===== src/design/tvsp_pkg.sv =====
// ----------------------------------------------------------------------------
// tvsp_pkg
// Shared types and codes of the tagged value stream parser: token kinds,
// error codes, tag bytes and the request record passed from front to back.
// ----------------------------------------------------------------------------
package tvsp_pkg;

  // signed balance count width
  localparam int BALANCE_BITS = 16;

  // queue between front and back
  localparam int QUEUE_DEPTH = 4;
  localparam int QPTR_BITS   = $clog2(QUEUE_DEPTH);

  // tag bytes
  localparam logic [7:0] TAG_TABLE   = 8'd1;
  localparam logic [7:0] TAG_NUMBER  = 8'd2;
  localparam logic [7:0] TAG_STRING  = 8'd3;
  localparam logic [7:0] TAG_BOOLEAN = 8'd4;
  localparam logic [7:0] TAG_SETTAB  = 8'd5;
  localparam logic [7:0] TAG_LSTRING = 8'd6;
  localparam logic [7:0] TAG_PAD     = 8'd255;

  // token kinds
  localparam logic [2:0] KIND_TABLE    = 3'd0;
  localparam logic [2:0] KIND_NUMBER   = 3'd1;
  localparam logic [2:0] KIND_BOOLEAN  = 3'd2;
  localparam logic [2:0] KIND_STR_HEAD = 3'd3;
  localparam logic [2:0] KIND_STR_BYTE = 3'd4;
  localparam logic [2:0] KIND_SET      = 3'd5;
  localparam logic [2:0] KIND_END_OK   = 3'd6;
  localparam logic [2:0] KIND_ERROR    = 3'd7;

  // error codes
  localparam logic [2:0] ERR_NONE       = 3'd0;
  localparam logic [2:0] ERR_TRUNC_NUM  = 3'd1;
  localparam logic [2:0] ERR_TRUNC_LSTR = 3'd2;
  localparam logic [2:0] ERR_TRUNC_STR  = 3'd3;
  localparam logic [2:0] ERR_TRUNC_BOOL = 3'd4;
  localparam logic [2:0] ERR_BAD_TAG    = 3'd5;
  localparam logic [2:0] ERR_SURPLUS    = 3'd6;
  localparam logic [2:0] ERR_DEFICIT    = 3'd7;

  // one queued request: an optional value token, then an optional closing result
  typedef struct packed {
    logic        has_token;
    logic [2:0]  kind;
    logic [63:0] value;
    logic [2:0]  code;
    logic        last;
    logic        has_close;
    logic [2:0]  close_code;
  } tvsp_req_t;

endpackage


===== src/design/tvsp_queue.sv =====
// ----------------------------------------------------------------------------
// tvsp_queue
// Short request queue between the parsing front and the token back end.
// ----------------------------------------------------------------------------
module tvsp_queue
  import tvsp_pkg::*;
(
  input  logic      clk,
  input  logic      rst,
  input  logic      push,
  input  tvsp_req_t push_req,
  output logic      full,
  input  logic      pop,
  output logic      not_empty,
  output tvsp_req_t head_req
);

  tvsp_req_t            slots [QUEUE_DEPTH];
  logic [QPTR_BITS-1:0] wr_ptr;
  logic [QPTR_BITS-1:0] rd_ptr;
  logic [QPTR_BITS:0]   count;

  // status
  assign full      = (count == (QPTR_BITS+1)'(QUEUE_DEPTH));
  assign not_empty = (count != '0);
  assign head_req  = slots[rd_ptr];

  // storage
  always_ff @(posedge clk) begin
    if (push) begin
      slots[wr_ptr] <= push_req;
    end
  end

  // pointers and fill count
  always_ff @(posedge clk) begin
    if (rst) begin
      wr_ptr <= '0;
      rd_ptr <= '0;
      count  <= '0;
    end else begin
      if (push) begin
        wr_ptr <= wr_ptr + 1'b1;
      end
      if (pop) begin
        rd_ptr <= rd_ptr + 1'b1;
      end
      if (push && !pop) begin
        count <= count + 1'b1;
      end else if (pop && !push) begin
        count <= count - 1'b1;
      end
    end
  end

  a_no_overflow: assert property (@(posedge clk) disable iff (rst)
    count <= (QPTR_BITS+1)'(QUEUE_DEPTH))
    else $error("queue count beyond depth");

  a_no_push_full: assert property (@(posedge clk) disable iff (rst)
    full |-> !(push && !pop))
    else $error("push into full queue");

endmodule


===== src/design/tvsp_front.sv =====
// ----------------------------------------------------------------------------
// tvsp_front
// Accepts buffer bytes, tracks the parse phase, assembles fields, keeps the
// saturating balance count and queues the tokens that each byte produces.
// ----------------------------------------------------------------------------
module tvsp_front
  import tvsp_pkg::*;
(
  input  logic       clk,
  input  logic       rst,
  input  logic       byte_valid,
  output logic       byte_ready,
  input  logic [7:0] data_byte,
  input  logic       final_byte,
  input  logic       queue_full,
  output logic       push,
  output tvsp_req_t  push_req
);

  typedef enum logic [2:0] {
    PH_TAG, PH_NUM, PH_SLEN, PH_LLEN, PH_SBYTES, PH_LBYTES, PH_BOOL
  } phase_t;

  localparam logic signed [BALANCE_BITS-1:0] BAL_MAX = {1'b0, {(BALANCE_BITS-1){1'b1}}};
  localparam logic signed [BALANCE_BITS-1:0] BAL_MIN = {1'b1, {(BALANCE_BITS-1){1'b0}}};
  localparam logic signed [BALANCE_BITS:0]   SUM_MAX = (BALANCE_BITS+1)'(BAL_MAX);
  localparam logic signed [BALANCE_BITS:0]   SUM_MIN = (BALANCE_BITS+1)'(BAL_MIN);

  phase_t                          phase, phase_next;
  logic [2:0]                      cnt, cnt_next;
  logic [63:0]                     asm_val, asm_next;
  logic [31:0]                     left, left_next;
  logic signed [BALANCE_BITS-1:0]  bal, bal_next;
  logic                            stopped, stopped_next;
  logic [63:0]                     merged;
  logic [2:0]                      last_cnt;
  logic [31:0]                     left_dec;
  logic                            err;
  logic                            accept;
  tvsp_req_t                       req;

  // saturating balance update
  function automatic logic signed [BALANCE_BITS-1:0] bal_sat(
    input logic signed [BALANCE_BITS-1:0] cur,
    input logic signed [2:0]              delta
  );
    logic signed [BALANCE_BITS:0] sum;
    sum = (BALANCE_BITS+1)'(cur) + (BALANCE_BITS+1)'(delta);
    if (sum > SUM_MAX) begin
      return BAL_MAX;
    end else if (sum < SUM_MIN) begin
      return BAL_MIN;
    end
    return sum[BALANCE_BITS-1:0];
  endfunction

  assign byte_ready = !queue_full;
  assign accept     = byte_valid && byte_ready;
  assign push       = accept && (req.has_token || req.has_close);
  assign push_req   = req;

  // field assembly lanes
  always_comb begin
    for (int i = 0; i < 8; i++) begin
      merged[8*i +: 8] = (cnt == 3'(i)) ? data_byte : asm_val[8*i +: 8];
    end
  end

  assign left_dec = (left != '0) ? left - 32'd1 : left;

  // parse step
  always_comb begin
    phase_next   = phase;
    cnt_next     = cnt;
    asm_next     = asm_val;
    left_next    = left;
    bal_next     = bal;
    stopped_next = stopped;
    err          = 1'b0;
    req          = '0;
    last_cnt     = 3'd7;
    if (stopped) begin
      // last byte of the buffer re-arms with a clean state
      if (final_byte) begin
        stopped_next = 1'b0;
        phase_next   = PH_TAG;
        cnt_next     = '0;
        asm_next     = '0;
        left_next    = '0;
        bal_next     = '0;
      end
    end else begin
      case (phase)
        PH_TAG: begin
          case (data_byte)
            TAG_PAD: begin
            end
            TAG_TABLE: begin
              req.has_token = 1'b1;
              req.kind      = KIND_TABLE;
              bal_next      = bal_sat(bal, 3'sd1);
            end
            TAG_NUMBER, TAG_STRING, TAG_LSTRING: begin
              phase_next = (data_byte == TAG_NUMBER) ? PH_NUM :
                           (data_byte == TAG_STRING) ? PH_SLEN : PH_LLEN;
              cnt_next   = '0;
              asm_next   = '0;
            end
            TAG_BOOLEAN: begin
              phase_next = PH_BOOL;
            end
            TAG_SETTAB: begin
              req.has_token = 1'b1;
              req.kind      = KIND_SET;
              bal_next      = bal_sat(bal, -3'sd2);
            end
            default: begin
              req.has_token = 1'b1;
              req.kind      = KIND_ERROR;
              req.code      = ERR_BAD_TAG;
              req.last      = final_byte;
              err           = 1'b1;
            end
          endcase
        end
        PH_NUM, PH_SLEN, PH_LLEN: begin
          last_cnt = (phase == PH_NUM) ? 3'd7 : (phase == PH_SLEN) ? 3'd1 : 3'd3;
          if (cnt >= last_cnt) begin
            req.has_token = 1'b1;
            if (phase == PH_NUM) begin
              req.kind   = KIND_NUMBER;
              req.value  = merged;
              phase_next = PH_TAG;
            end else begin
              req.kind  = KIND_STR_HEAD;
              req.value = {32'd0, merged[31:0]};
              left_next = merged[31:0];
              if (merged[31:0] == '0) begin
                phase_next = PH_TAG;
              end else begin
                phase_next = (phase == PH_SLEN) ? PH_SBYTES : PH_LBYTES;
              end
            end
            bal_next = bal_sat(bal, 3'sd1);
            cnt_next = '0;
            asm_next = '0;
          end else begin
            cnt_next = cnt + 3'd1;
            asm_next = merged;
          end
        end
        PH_SBYTES, PH_LBYTES: begin
          req.has_token = 1'b1;
          req.kind      = KIND_STR_BYTE;
          req.value     = {56'd0, data_byte};
          left_next     = left_dec;
          if (left_dec == '0) begin
            phase_next = PH_TAG;
          end
        end
        PH_BOOL: begin
          req.has_token = 1'b1;
          req.kind      = KIND_BOOLEAN;
          req.value     = {56'd0, data_byte};
          bal_next      = bal_sat(bal, 3'sd1);
          phase_next    = PH_TAG;
        end
        default: begin
          phase_next = PH_TAG;
        end
      endcase

      // buffer close
      if (err) begin
        if (!final_byte) begin
          stopped_next = 1'b1;
        end
      end else if (final_byte) begin
        req.has_close = 1'b1;
        case (phase_next)
          PH_TAG: begin
            req.close_code = (bal_next > 0) ? ERR_SURPLUS :
                             (bal_next < 0) ? ERR_DEFICIT : ERR_NONE;
          end
          PH_NUM:              req.close_code = ERR_TRUNC_NUM;
          PH_LLEN, PH_LBYTES:  req.close_code = ERR_TRUNC_LSTR;
          PH_SLEN, PH_SBYTES:  req.close_code = ERR_TRUNC_STR;
          default:             req.close_code = ERR_TRUNC_BOOL;
        endcase
      end
      if (final_byte) begin
        phase_next = PH_TAG;
        cnt_next   = '0;
        asm_next   = '0;
        left_next  = '0;
        bal_next   = '0;
      end
    end
  end

  // parse state
  always_ff @(posedge clk) begin
    if (rst) begin
      phase   <= PH_TAG;
      cnt     <= '0;
      asm_val <= '0;
      left    <= '0;
      bal     <= '0;
      stopped <= 1'b0;
    end else if (accept) begin
      phase   <= phase_next;
      cnt     <= cnt_next;
      asm_val <= asm_next;
      left    <= left_next;
      bal     <= bal_next;
      stopped <= stopped_next;
    end
  end

  a_stop_at_tag: assert property (@(posedge clk) disable iff (rst)
    stopped |-> (phase == PH_TAG))
    else $error("stopped outside tag phase");

  a_close_resets: assert property (@(posedge clk) disable iff (rst)
    (accept && final_byte) |=> (phase == PH_TAG && bal == '0 && !stopped))
    else $error("state not cleared after buffer close");

endmodule


===== src/design/tvsp_back.sv =====
// ----------------------------------------------------------------------------
// tvsp_back
// Takes queued requests and delivers them as result tokens through an
// output register, sending a closing result after its value token.
// ----------------------------------------------------------------------------
module tvsp_back
  import tvsp_pkg::*;
(
  input  logic        clk,
  input  logic        rst,
  input  logic        queue_not_empty,
  input  tvsp_req_t   head_req,
  output logic        pop,
  output logic        token_valid,
  input  logic        token_ready,
  output logic [2:0]  token_kind,
  output logic [63:0] token_value,
  output logic [2:0]  error_code,
  output logic        run_last
);

  logic       pend_valid;
  logic [2:0] pend_code;
  logic       out_free;

  assign out_free = !token_valid || token_ready;
  assign pop      = queue_not_empty && !pend_valid && out_free;

  // output register and pending closing result
  always_ff @(posedge clk) begin
    if (rst) begin
      token_valid <= 1'b0;
      pend_valid  <= 1'b0;
      pend_code   <= ERR_NONE;
      token_kind  <= KIND_TABLE;
      token_value <= '0;
      error_code  <= ERR_NONE;
      run_last    <= 1'b0;
    end else if (out_free) begin
      if (pend_valid) begin
        token_valid <= 1'b1;
        token_kind  <= (pend_code == ERR_NONE) ? KIND_END_OK : KIND_ERROR;
        token_value <= '0;
        error_code  <= pend_code;
        run_last    <= 1'b1;
        pend_valid  <= 1'b0;
      end else if (queue_not_empty) begin
        token_valid <= 1'b1;
        if (head_req.has_token) begin
          token_kind  <= head_req.kind;
          token_value <= head_req.value;
          error_code  <= head_req.code;
          run_last    <= head_req.last;
          pend_valid  <= head_req.has_close;
          pend_code   <= head_req.close_code;
        end else begin
          token_kind  <= (head_req.close_code == ERR_NONE) ? KIND_END_OK : KIND_ERROR;
          token_value <= '0;
          error_code  <= head_req.close_code;
          run_last    <= 1'b1;
        end
      end else begin
        token_valid <= 1'b0;
      end
    end
  end

  a_pend_has_out: assert property (@(posedge clk) disable iff (rst)
    pend_valid |-> token_valid)
    else $error("pending close without a token in the output register");

  a_close_follows: assert property (@(posedge clk) disable iff (rst)
    (pend_valid && token_ready) |=> (token_valid && run_last &&
      (token_kind == KIND_END_OK || token_kind == KIND_ERROR)))
    else $error("closing result did not follow its value token");

endmodule


===== src/design/tagged_value_stream_parser_unit.sv =====
// ----------------------------------------------------------------------------
// tagged_value_stream_parser_unit
// Byte-serial parser of a tagged nested-table buffer.
// ----------------------------------------------------------------------------
// Input channel: byte_valid/byte_ready with data_byte and final_byte; one
// buffer byte per request, final_byte marks the buffer's last byte.
// Output channel: token_valid/token_ready with token_kind, token_value,
// error_code and run_last; one token per request.
// A byte is taken in every cycle while the four-entry request queue has
// room. Each byte yields zero, one or two tokens; the second one (end ok
// or error closing the buffer) is held pending and goes out as the next
// token. An accepted byte's first token is registered in the queue, then
// in the output register. Sustained rate is one byte and one token per
// cycle while token_ready stays high and the queue has room; a final byte
// with a value token plus its closing result sends both, value first.
// When token_ready is low the output register holds, the queue fills and
// byte_ready drops once it is full. Reset clears parse state, balance
// count and queue; no clearing pass is needed.
// ----------------------------------------------------------------------------
module tagged_value_stream_parser_unit
  import tvsp_pkg::*;
(
  input  logic        clk,
  input  logic        rst,
  input  logic        byte_valid,
  output logic        byte_ready,
  input  logic [7:0]  data_byte,
  input  logic        final_byte,
  output logic        token_valid,
  input  logic        token_ready,
  output logic [2:0]  token_kind,
  output logic [63:0] token_value,
  output logic [2:0]  error_code,
  output logic        run_last
);

  logic      q_full;
  logic      q_push;
  logic      q_pop;
  logic      q_not_empty;
  tvsp_req_t q_in;
  tvsp_req_t q_head;

  // parsing front
  tvsp_front u_front (
    .clk        (clk),
    .rst        (rst),
    .byte_valid (byte_valid),
    .byte_ready (byte_ready),
    .data_byte  (data_byte),
    .final_byte (final_byte),
    .queue_full (q_full),
    .push       (q_push),
    .push_req   (q_in)
  );

  // request queue
  tvsp_queue u_queue (
    .clk       (clk),
    .rst       (rst),
    .push      (q_push),
    .push_req  (q_in),
    .full      (q_full),
    .pop       (q_pop),
    .not_empty (q_not_empty),
    .head_req  (q_head)
  );

  // token back end
  tvsp_back u_back (
    .clk             (clk),
    .rst             (rst),
    .queue_not_empty (q_not_empty),
    .head_req        (q_head),
    .pop             (q_pop),
    .token_valid     (token_valid),
    .token_ready     (token_ready),
    .token_kind      (token_kind),
    .token_value     (token_value),
    .error_code      (error_code),
    .run_last        (run_last)
  );

endmodule

===== config.mk =====
export PLATFORM = sky130hd
export DESIGN_NAME = tagged_value_stream_parser_unit
export DESIGN_NICKNAME = d
export VERILOG_FILES = /design/src/design/tvsp_pkg.sv /design/src/design/tvsp_queue.sv /design/src/design/tvsp_front.sv /design/src/design/tvsp_back.sv /design/src/design/tagged_value_stream_parser_unit.sv
export SDC_FILE = /design/constraint.sdc
export NUM_CORES = 1
export LEC_CHECK = 0
export ABC_AREA = 1
export BUFFER_PORTS_ARGS = -buffer_cell sky130_fd_sc_hd__buf_4
export CAP_MARGIN = 25
export CELL_PAD_IN_SITES_DETAIL_PLACEMENT = 0
export CELL_PAD_IN_SITES_GLOBAL_PLACEMENT = 1
export CORE_ASPECT_RATIO = 1.5
export CORE_MARGIN = 2
export CORE_UTILIZATION = 30
export CTS_CLUSTER_DIAMETER = 60
export DETAILED_ROUTE_END_ITERATION = 6
export GPL_ROUTABILITY_DRIVEN = 0
export PLACE_DENSITY = 0.52
export SLEW_MARGIN = 20
export SYNTH_ARGS = -nofsm -noshare
export SYNTH_HDL_FRONTEND = slang
export SYNTH_SLANG_ARGS = --single-unit
export TNS_END_PERCENT = 1

===== constraint.sdc =====
create_clock -name clk -period 16.7 [get_ports clk]
set_clock_uncertainty 0.2 [all_clocks]
set_input_delay 3.34 -clock clk [delete_from_list [all_inputs] [get_ports clk]]
set_output_delay 3.34 -clock clk [all_outputs]
set_load 0.005 [all_outputs]

==> run summary, run 1 <==
The number of buffers created by CTS came out at 55. The number of buffers inserted by post-CTS setup repair came out at 0. The largest net degree at the start of global routing is 95. The fraction of the core area covered by cells at the end of the flow is 35.0%. The number of different library cells used by synthesis comes to 51. The number of DRC violations after detailed-routing iteration 0 came out at 1182. The final design instance area without fill is 0.0267 mm^2.

The detailed router placed 18800 vias in this run. The actual transition at the worst max-transition pin is 1.03 ns. The antenna cell count came out at 0. TritonCTS built the clock tree. The via count of the first global-routing pass is 18200. The worst slack at placement is 9.29 ns.

In the final timing run, aggregate negative setup slack is 0 ns. Counting flops with a built-in enable in the synthesized netlist gives 296. The share of flip-flops with an asynchronous set or reset after synthesis is 0%. Setup repair after global routing left no endpoint under its margin.

For this run, design rule violations remaining after detail routing come to 0. The synthesized netlist net count came out at 2704. The non-filler instance count after layout came out at 3745. Measured against its own limit, the worst slew margin works out to 31.3%. The final hold violation count is 0. The worst setup path is captured at a flop. The fraction of post-synthesis cell area in the top cell type by area came out at 38.4%. The power per cell area came out at 146 mW/mm^2. At the worst endpoint, the required time is 16.76 ns.

In the detailed route, the total length drawn on met3 is 2280 um. The total global-route track usage came out at 18.6%. For this run, the number of Yosys warnings is 0. The root buffer cell chosen for the clock tree is clkbuf_16.

The worst setup path is of the primary input to flop kind. Sequential cells were found to cover 56.0% of the synthesized design area. The reported leakage power came out at 10.4 nW.

The vertical die dimension is 344 um. The overall power came out at 3.89 mW. For the worst flop-to-flop path, the logic depth is 13. The number of hold buffers added after CTS is 0. Once placement finished, the instance area stood at 0.0248 mm^2. For this run, the leading register cell type out of synthesis is edfxtp_1.

The area added between synthesis and finish came out at 15.4%. The clock insertion delay at the later pin of the skew report is 0.64 ns. The worst endpoint data arrival time came out at 6.78 ns.

The HPWL after detailed placement came out at 49900 um. The first global-routing pass estimated 114000 um of wire. The initial antenna violation count came to 1. The kind of path behind the tightest hold check is flop to flop. A synthesized cell averages 8.67 um^2. Once the floorplan was initialized, standard cells occupied 30.4% of the core. The register-to-register setup slack is 12.02 ns.

In the final design database the tool counted 2724 nets. The post-cts repair resize count came out at 0. Setup violations remaining at the end of the flow were counted as 0. Setup slack closes at 9.97 ns. Measured along the x axis, the die boundary spans 231 um.

The total number of clock tree sinks came out at 500. The antenna violation net count after detailed routing is 0. The count of H-tree levels built during CTS is 2. The port buffer count came out at 85. Of all nets on the critical path, the largest fanout is 53. By area the synthesized netlist is led by edfxtp_1, dfxtp_1, nand2_1. The first TritonRoute pass finished after 6 iterations. The total count of max-transition violations in the final report came to 0.

The peak supply drop came out at 0.000102 V. Routed signal wires occupy layers up through met5. For this block, wires on met1 add up to 31200 um. Cells with a size suffix above 1 make up 9.90% of the layout. The worst setup path is launched from a primary input.

The flow ran to the end, and the final reports show no timing, DRC or antenna violations. The post-synthesis cell count is 2671. The number of instances on the worst hold path came out at 2. The final clock period utilization by the worst path is 40.3%. For this design the top-level I/O count stands at 86. The minimum clock period after layout came out at 6.73 ns. The die covers 0.0795 mm^2.

The commonest cells after synthesis are nand2_1, nor2_1, edfxtp_1. The via count normalized by instance count came out at 5.01. The area of the mapped netlist is 0.0232 mm^2. The largest total area in the synthesized netlist belongs to edfxtp_1. Max-cap violations in this run came to 0. The number of placed instances, taps included came out at 3640. The total wire length after detailed routing is 74800 um. The total global routing overflow came out at 0.

After floorplanning, the core was sized to cover 0.0763 mm^2. In the post-synthesis netlist, the cell with the most instances is nand2_1. The highest achievable clock rate is 149 MHz.

The deepest clock path buffer count came out at 3. The post-synthesis sequential element count is 500. The worst hold slack came out at 0.262 ns. The mean routed wirelength per cell came out at 20.0 um. The number of cell rows is 124. The amount of wire on met2 after detailed routing is 39400 um. The clock input transition at the sequential cells of the worst setup and hold paths came out at 0.06 ns.
==> area by class of cell <==
type	instances	area, um^2
Multi-Input combinational cell	1840	9000
Clock buffer	75	1490
Timing Repair Buffer	122	980
Tap cell	1008	1260
Sequential cell	500	13000
Inverter	172	651
Clock inverter	28	378
Fill cell	7945	49600
==> per-layer routing <==
metal	vias up	GRT usage [%]
li1	9219	-
met1	9120	22.1
met2	324	34.8
met3	94	2.29
met4	2	5.46
met5	-	0
==> cells in the final DEF (no fill, tap or decap), drive strengths merged, types with 2 or more instances in the layout <==
cell type / Yosys / layout
dfxtp: 204 / 204
a21oi: 225 / 225
o21bai: 2 / 2
edfxtp: 296 / 296
nand2: 540 / 540
o21ai: 297 / 297
a31oi: 8 / 8
or2: 5 / 5
nand3b: 2 / 2
a211oi: 24 / 24
ha: 19 / 19
xnor2: 3 / 3
nand3: 89 / 89
o211ai: 32 / 32
nand4: 23 / 23
o31ai: 2 / 2
clkbuf: 141 / 75
buf: 18 / 122
a32o: 5 / 5
nor2: 402 / 402
xor2: 24 / 24
o211a: 28 / 28
nor3: 18 / 18
inv: 169 / 174
nor4: 8 / 8
a32oi: 2 / 2
bufinv: 0 / 6
clkinv: 3 / 20
o22ai: 75 / 75
==> logic make-up (layout without fill, tap and decap cells) <==
kind of cell	after synthesis	after routing	synth area share (%)
and+or+nand+nor	1088	1088	19.2
AOI/OAI and AO/OA	705	705	17.2
DFF	500	500	56.0
buffers and inverters	331	397	5.49
xor gates and xnor gates	27	27	1.02
adders and majority gates	20	20	1.11
==> registers in the layout, indices dropped and copies added (netlist names), 2 cells and up, named ones only <==
| name | cells |
|---|---|
| u_front.phase | 3 |
| u_queue.rd_ptr | 2 |
| u_front.left | 32 |
| u_queue.wr_ptr | 2 |
| u_back.token_value | 64 |
| u_back.error_code | 3 |
| u_back.token_kind | 3 |
| u_back.pend_code | 3 |
| u_front.asm_val | 64 |
| u_front.cnt | 3 |
| u_queue.slots | 296 |
| u_front.bal | 16 |
| u_queue.count | 3 |
==> path summary, 6_finish.rpt <==
kind | start | endpoint
worst max-delay path | data_byte[6] | u_queue.slots[1][17]
worst min-delay path | u_front.asm_val[20] | u_front.asm_val[20]
worst max register to register | u_front.phase[0] | u_queue.slots[1][17]
worst min register to register | u_front.asm_val[20] | u_front.asm_val[20]
==> report_power, final <==
part | leakage (nW) | switching (mW) | internal, mW
combinational | 4.79 | 0.738 | 0.348
sequential | 4.66 | 0.0826 | 1.46
clock | 0.915 | 0.533 | 0.729
total | 10.4 | 1.35 | 2.54
==> worst max-delay path, stage by stage <==
cell and delay [ns]:
buf_4 0.14, inv_1 0.21, nand4_2 0.23, nor3_1 0.26
nand2_1 0.18, o21ai_0 0.22, nor2_1 0.09, a31oi_1 0.18
nand2_1 0.32, nor2_4 0.72, buf_4 0.80
Power figures use the tool's default switching activity.
==> run 2, diff against run 1 <==
==> constraint.sdc (replaced) <==
create_clock -name clk -period 6.56 [get_ports clk]
set_clock_uncertainty 0.2 [all_clocks]
set_input_delay 1.312 -clock clk [delete_from_list [all_inputs] [get_ports clk]]
set_output_delay 1.312 -clock clk [all_outputs]
set_load 0.005 [all_outputs]
==> run summary, run 2 (synthesized netlist as in run 1, its figures left out) <==
Post-CTS repair changed the size of 0 cells. The final layout net count came out at 2720. The largest registers in the layout are u_queue.slots: 296 flops, u_back.token_value: 64 flops, u_front.asm_val: 64 flops. The global-route wire length before repair is 111000 um. Leaving out fill and tap cells, the most frequent cell in the layout is nand2_1. The die covers 0.0795 mm^2.

The tightest min-delay check is of the flop to flop type. The number of detailed-routing iterations run before antenna repair is 6. The number of design rule violations left after detail routing came out at 0. The overall power came out at 9.91 mW. The antenna violation net count after detailed routing came out at 0. After global routing the overflow that remains totals 0. The number of hold buffers added after CTS came out at 0. The final hold violation count came out at 0. The total count of max-transition violations in the final report came out at 0. The count of vias placed by the detailed router came out at 18700. The count of H-tree levels built during CTS came out at 2. The largest net degree at the start of global routing came out at 95. More flip-flops sit in one register than any other, and that register is u_queue.slots. For this design the ratio of total power to cell area is 370 mW/mm^2. Measured in cells, the most critical reg-to-reg path has a length of 23. In this run, CTS created clock tree buffers numbering 54. Setup repair after global routing left no endpoint under its margin. The area added between synthesis and finish came out at 15.6%. The total negative slack for setup checks is 0 ns. The proportion of power drawn by the clock network is 32.6%. The antenna cell count came out at 0.

Global routing used 18.2% of the available tracks across all layers. The setup-violating endpoint count in the final report is 0. The deepest clock path buffer count came out at 3. Net switching is 34.3% of the power.

STA classifies the critical path endpoint as a flop. The number of cell rows came out at 124. The internal portion of the total power is 6.51 mW. The port buffer count came out at 85. The actual transition at the worst max-transition pin is 0.988 ns. 86 I/O pins were placed. The number of instances on the worst hold path is 2. The worst endpoint data arrival time is 4.38 ns. The register with the most flip-flops in the layout has 296 of them.

The via count normalized by instance count is 5.00. The critical path data required time came out at 6.63 ns. The TritonCTS clock tree is yes. In this run the post-CTS setup repair buffer count came out at 0.

The clock input transition at the sequential cells of the worst setup and hold paths is 0.06 ns. Max-cap violations in this run came to 0. The minimum clock period after layout is 4.31 ns. The mean routed wirelength per cell came out at 19.5 um. The clock insertion delay at the later pin of the skew report is 0.63 ns. The HPWL after detailed placement came out at 48000 um. In this run the standard cell core region covers 0.0763 mm^2. The number of DRC violations after detailed-routing iteration 0 came out at 1228.

The vertical die dimension is 344 um. The peak supply drop is 0.000236 V. The worst slew margin relative to its limit came out at 34.1%.

The floorplan step set the die width to 231 um. The final design instance area without fill is 0.0268 mm^2. The analysis attributes to cell leakage a power of 10.4 nW. The total wire length after detailed routing came out at 73100 um.

The critical path is of the primary input to flop type. The total number of clock tree sinks is 500. The tree is rooted in a clkbuf_16. Dividing the final minimum period by the clock period gives 65.7%.

The highest achievable clock rate came out at 232 MHz. The startpoint type of the worst setup path is a primary input. Of the cells placed in the final design, the portion with a size suffix greater than 1 is 10.0%. The run finished with clean final reports. The initial antenna violation count is 1. The starting density of the core came out at 30.4%. The share of total power in sequential cells is 39.8%. In the layout the commonest cells are nand2_1, nor2_1, edfxtp_1. The maximum fanout along the worst path is 57. The via count of the first global-routing pass is 18200.

The power share of the combinational group came out at 27.6%. The switching power summed over all nets came out at 3.40 mW. The area of placed instances is 0.0248 mm^2. OpenSTA, run right after detailed placement, puts the worst setup slack at 1.63 ns. The final worst setup slack is 2.25 ns.
[run 2: cell count changes in the layout (fill, tap and decap cells not counted), sizes merged]
cell      change
inv           -1
clkinv        -3
clkinvlp      +3
buf           -3
[run 2: power groups by stage]
stage	Sequential (mW)	Combinational, mW	Clock (mW)
6_report	3.95	2.74	3.23
5_1_grt	4.00	3.09	3.43
4_1_cts	3.96	2.83	3.33
3_5_place_dp	4.02	2.82	0
3_3_place_gp	4.01	2.80	0
2_1_floorplan	3.96	1.75	0
[run 2: final cells by class]
cell class	instances	area [um^2]
well taps	1008	1260
repair buffers	119	988
flip-flops and latches	500	13000
clock inverters	27	355
clock buffers	75	1540
multi-input cells	1840	9000
fillers	7893	49600
inverters	172	649
[run 2: metal layers]
metal	share of wire [%]	up-vias	track usage, %
met3	2.9	103	2.02
met4	2.8	2	5.75
li1	-	9207	-
met1	42	9069	21.9
met5	0.019	-	0
met2	52	333	33.9
[run 2: final timing paths]
path	startpoint	to	slack, ns
min reg2reg	u_front.asm_val[17]	u_front.asm_val[17]	0.26
max	data_byte[6]	u_queue.slots[2][29]	2.25
min	u_front.asm_val[17]	u_front.asm_val[17]	0.26
max reg2reg	u_front.phase[0]	u_queue.slots[3][1]	2.25
[run 2: stage by stage]
step	util [%]	std cells	hold slack [ns]
finish	35.1	3741	0.257
global route	35.1	3741	0.278
CTS	35.0	3739	0.261
detailed placement	32.5	3637	0.250
global placement	32.5	3636	0.242
floorplan	-	2671	0.231
[run 2: worst max-delay path, stage by stage]
cell	delay, ns
buf_4	0.14
inv_1	0.22
nand4_2	0.24
nor3_1	0.27
nand2_1	0.16
o21ai_0	0.21
nor2_1	0.09
a31oi_1	0.18
nand2_1	0.35
nor2_4	0.69
buf_12	0.37
==> run 3, diff against run 2 <==
--- a/config.mk
+++ b/config.mk
@@ -5,7 +5,7 @@
 export SDC_FILE = /design/constraint.sdc
 export NUM_CORES = 1
 export LEC_CHECK = 0
-export ABC_AREA = 1
+export ABC_AREA = 0
 export BUFFER_PORTS_ARGS = -buffer_cell sky130_fd_sc_hd__buf_4
 export CAP_MARGIN = 25
 export CELL_PAD_IN_SITES_DETAIL_PLACEMENT = 0
==> constraint.sdc (replaced) <==
create_clock -name clk -period 3.71 [get_ports clk]
set_clock_uncertainty 0.2 [all_clocks]
set_input_delay 0.742 -clock clk [delete_from_list [all_inputs] [get_ports clk]]
set_output_delay 0.742 -clock clk [all_outputs]
set_load 0.005 [all_outputs]
==> run summary, run 3 <==
The flow ran to the end, but the final reports show violations. The checks that failed: negative setup slack. The number of DRC violations after detailed-routing iteration 0 came out at 1065.

After detailed routing, the number of vias per cell comes to 5.20. The number of buffers created by CTS is 52. Synthesis produced a netlist whose cell count is 2058. CTS built an H-tree with a depth of 2. The post-synthesis sequential element count came out at 500.

The number of cell rows came out at 124. The overall power is 16.0 mW. The average instance area after synthesis is 11.1 um^2. By instance count, the leading cell after synthesis is nor2_1. The share of post-route cells with drive strength above 1 is 27.3%. The HPWL after detailed placement is 52000 um. The commonest cells after synthesis are nor2_1, edfxtp_1, dfxtp_1. The number of enable-type register cells in the synthesized netlist came out at 296. The worst setup path is captured at a flop. Dividing total power by cell area gives a power density of 551 mW/mm^2. The number of flip-flops in the largest register came out at 296.

The detailed router placed 17800 vias in this run. The clock input transition at the sequential cells of the worst setup and hold paths is 0.06 ns. Along the worst path, the maximum fanout reaches 5. The area added between synthesis and finish came out at 27.2%. The first detailed-routing pass took 5 iterations. The actual transition at the worst max-transition pin came out at 0.841 ns. The peak per-stage delay on the critical path came out at 0.58 ns. The total global-route track usage came out at 18.2%. The total number of yosys warnings came out at 0. Leaving out fill and tap cells, the most frequent cells in the layout are buf_4, nor2_1, edfxtp_1. Max-cap violations in this run came to 0. The setup path with the least slack is of type flop to flop. The final clock period utilization by the worst path is 108%. Across the VDD grid, the largest voltage drop is 0.000329 V. The global-route wire length before repair is 110000 um. The vertical die dimension came out at 342 um. The largest net degree at the start of global routing is 64. STA puts the critical path data arrival time at 4.14 ns. The highest-delay cell along the critical path is or4_4. The area of placed instances came out at 0.0271 mm^2. The fraction of post-synthesis cell area in the top cell type by area is 38.9%. The sequential element share of the synthesized area came out at 56.8%. The largest registers in the layout are u_queue.slots: 296 flops, u_back.token_value: 64 flops, u_front.asm_val: 64 flops.

The final hold violation count came out at 0. The minimum clock period after layout is 4.00 ns. The final worst setup slack came out at -0.289 ns. The setup-violating endpoint count in the final report came out at 12. The distinct cell type count after synthesis came out at 78. The TritonCTS clock tree is yes. The path length in cells of the critical path came out at 11. For this run, the leading register cell type out of synthesis is edfxtp_1. The number of design rule violations left after detail routing is 0. The number of instances on the worst hold path is 2. The clock insertion delay at the later pin of the skew report came out at 0.61 ns. The total count of max-transition violations in the final report came out at 0. The initial utilization of the core area, before any placement, comes to 30.1%. Once detail routing completed, the nets flagged for antenna violations numbered 0.

The via count of the first global-routing pass is 18000. The highest achievable clock rate came out at 250 MHz. The tree is rooted in a clkbuf_16.

During placement, the flow inserted port buffers numbering 85. Counting flops with an async set or reset pin after synthesis yields a share of 0%. The signal on the critical path passes through or4_4 -> or4_4 -> or3_4 -> nand4_1 -> nand4b_1 -> nor4_2 -> a31oi_1 -> buf_4 -> or3_4 -> or3_1 -> o211a_1. The total number of clock tree sinks is 500. The number of cells traversed by the worst register-to-register path is 11.

Leaving out fill and tap cells, the most frequent cell in the layout is buf_4. The floorplan die area is 0.0785 mm^2. The top-level port count came out at 86. The critical path's top delay family is simple AND/OR/NAND/NOR gates. The total global routing overflow came out at 0. By area the synthesized netlist is led by edfxtp_1, dfxtp_1, mux4_2. In this run the worst hold path is classified as primary input to flop.

The startpoint type of the worst setup path is a flop. The synthesized netlist net count came out at 2091. The number of antenna diodes in the final layout is 0. The number of hold buffers added after CTS is 0. The total negative slack for setup checks came out at -2.91 ns. The initial antenna violation count came to 1.

The analysis attributes to cell leakage a power of 10.4 nW. The critical path data required time came out at 3.85 ns. After detailed routing, the average wire length per cell comes to 21.2 um. In this run the tightest slew margin relative to its limit is 43.8%. Setup repair after global routing could not meet its margin everywhere.

The final design instance area without fill is 0.0291 mm^2. The area of the mapped netlist is 0.0229 mm^2. The placeable core region came out at 0.0759 mm^2.

The largest area contributor in the synthesized netlist is edfxtp_1. The final layout net count came out at 2409. Ranked by flip-flop count, first place goes to u_queue.slots.

The width of the die came out at 229 um. The final layout contains routed wiring with a total length of 72500 um. The buffering stage count on the worst path with inverters included came out at 1. The deepest clock path buffer count came out at 3.
-- run 3: cell types whose count changed after synthesis, moves of 37 or more --
cell	previous run	this run
nand3_1	85	24
a22oi_1	1	99
mux4_2	0	74
o21ai_0	287	50
mux2i_1	0	37
nor2_1	389	314
nand2_1	533	162
nor3_1	17	58
a32oi_1	2	52
o22ai_1	75	8
a21oi_1	224	123
inv_1	155	26
-- run 3: metrics by stage --
step           util [%]  setup slack (ns)  instances  hold WS (ns)
6_report           38.3            -0.289       3426         0.218
5_1_grt            38.3            -0.421       3426         0.201
4_1_cts            38.2            -0.286       3424         0.175
3_5_place_dp       35.7            -0.561       3326         0.271
3_3_place_gp       35.7            -0.462       3326         0.267
2_1_floorplan         -            -0.231       2058         0.245
-- run 3: repair_timing --
item                       4_1_cts  5_1_grt
setup buffers                    2        2
setup endpoints to repair       13       17
gates resized for setup         22       14
hold endpoints to repair         0        0
pin swaps                        3        5
-- run 3: worst reg2reg max path, cell delays in order, from the launching register on --
cell and delay, ns:
dfxtp_1 0.31, or4_4 0.58, or4_4 0.55, or3_4 0.38, nand4_1 0.14, nand4b_1 0.12, nor4_2 0.28, a31oi_1 0.13
buf_4 0.17, or3_4 0.40, or3_1 0.32, o211a_1 0.15
-- run 3: where the power goes --
| part | switching, mW | internal, mW |
|---|---|---|
| clock | 2.29 | 3.13 |
| sequential | 0.302 | 6.45 |
| combinational | 2.01 | 1.82 |
| total | 4.61 | 11.4 |
-- run 3: cells by family (layout without fill, tap and decap cells) --
kind of cell             after synthesis  in the layout  share of synthesized area (%)
AND/OR/NAND/NOR                      730            730                           14.7
flip-flops                           500            500                           56.8
AO/OA/AOI/OAI                        468            468                           13.9
adder cells (fa/ha/maj)               20             20                           1.13
multiplexers                         114            114                           9.06
buffers and inverters                197            557                           3.30
XOR/XNOR                              29             29                           1.11
-- run 3: worst paths after layout --
path | startpoint | endpoint | slack (ns)
max | u_front.left[5] | u_queue.slots[0][0] | -0.29
min | final_byte | u_front.stopped | 0.22
min reg2reg | u_front.asm_val[48] | u_front.asm_val[48] | 0.29
max reg2reg | u_front.left[5] | u_queue.slots[0][0] | -0.29
-- run 3: layer usage --
layer	track usage [%]	part of all wire, %	vias to the layer above
met5	0	0.014	-
met4	6.09	2.8	2
met3	2.21	3.6	113
met2	34.1	53	398
met1	21.4	40	8874
li1	-	-	8413
-- run 3: area by class of cell --
class                      instances  area, um^2
fill                            7363       46800
sequential                       500       13000
multi-input combinational       1361        9420
timing repair buffer             435        3540
clock buffer                      65        1440
tap                             1008        1260
clock inverter                    31         325
inverter                          26        97.6
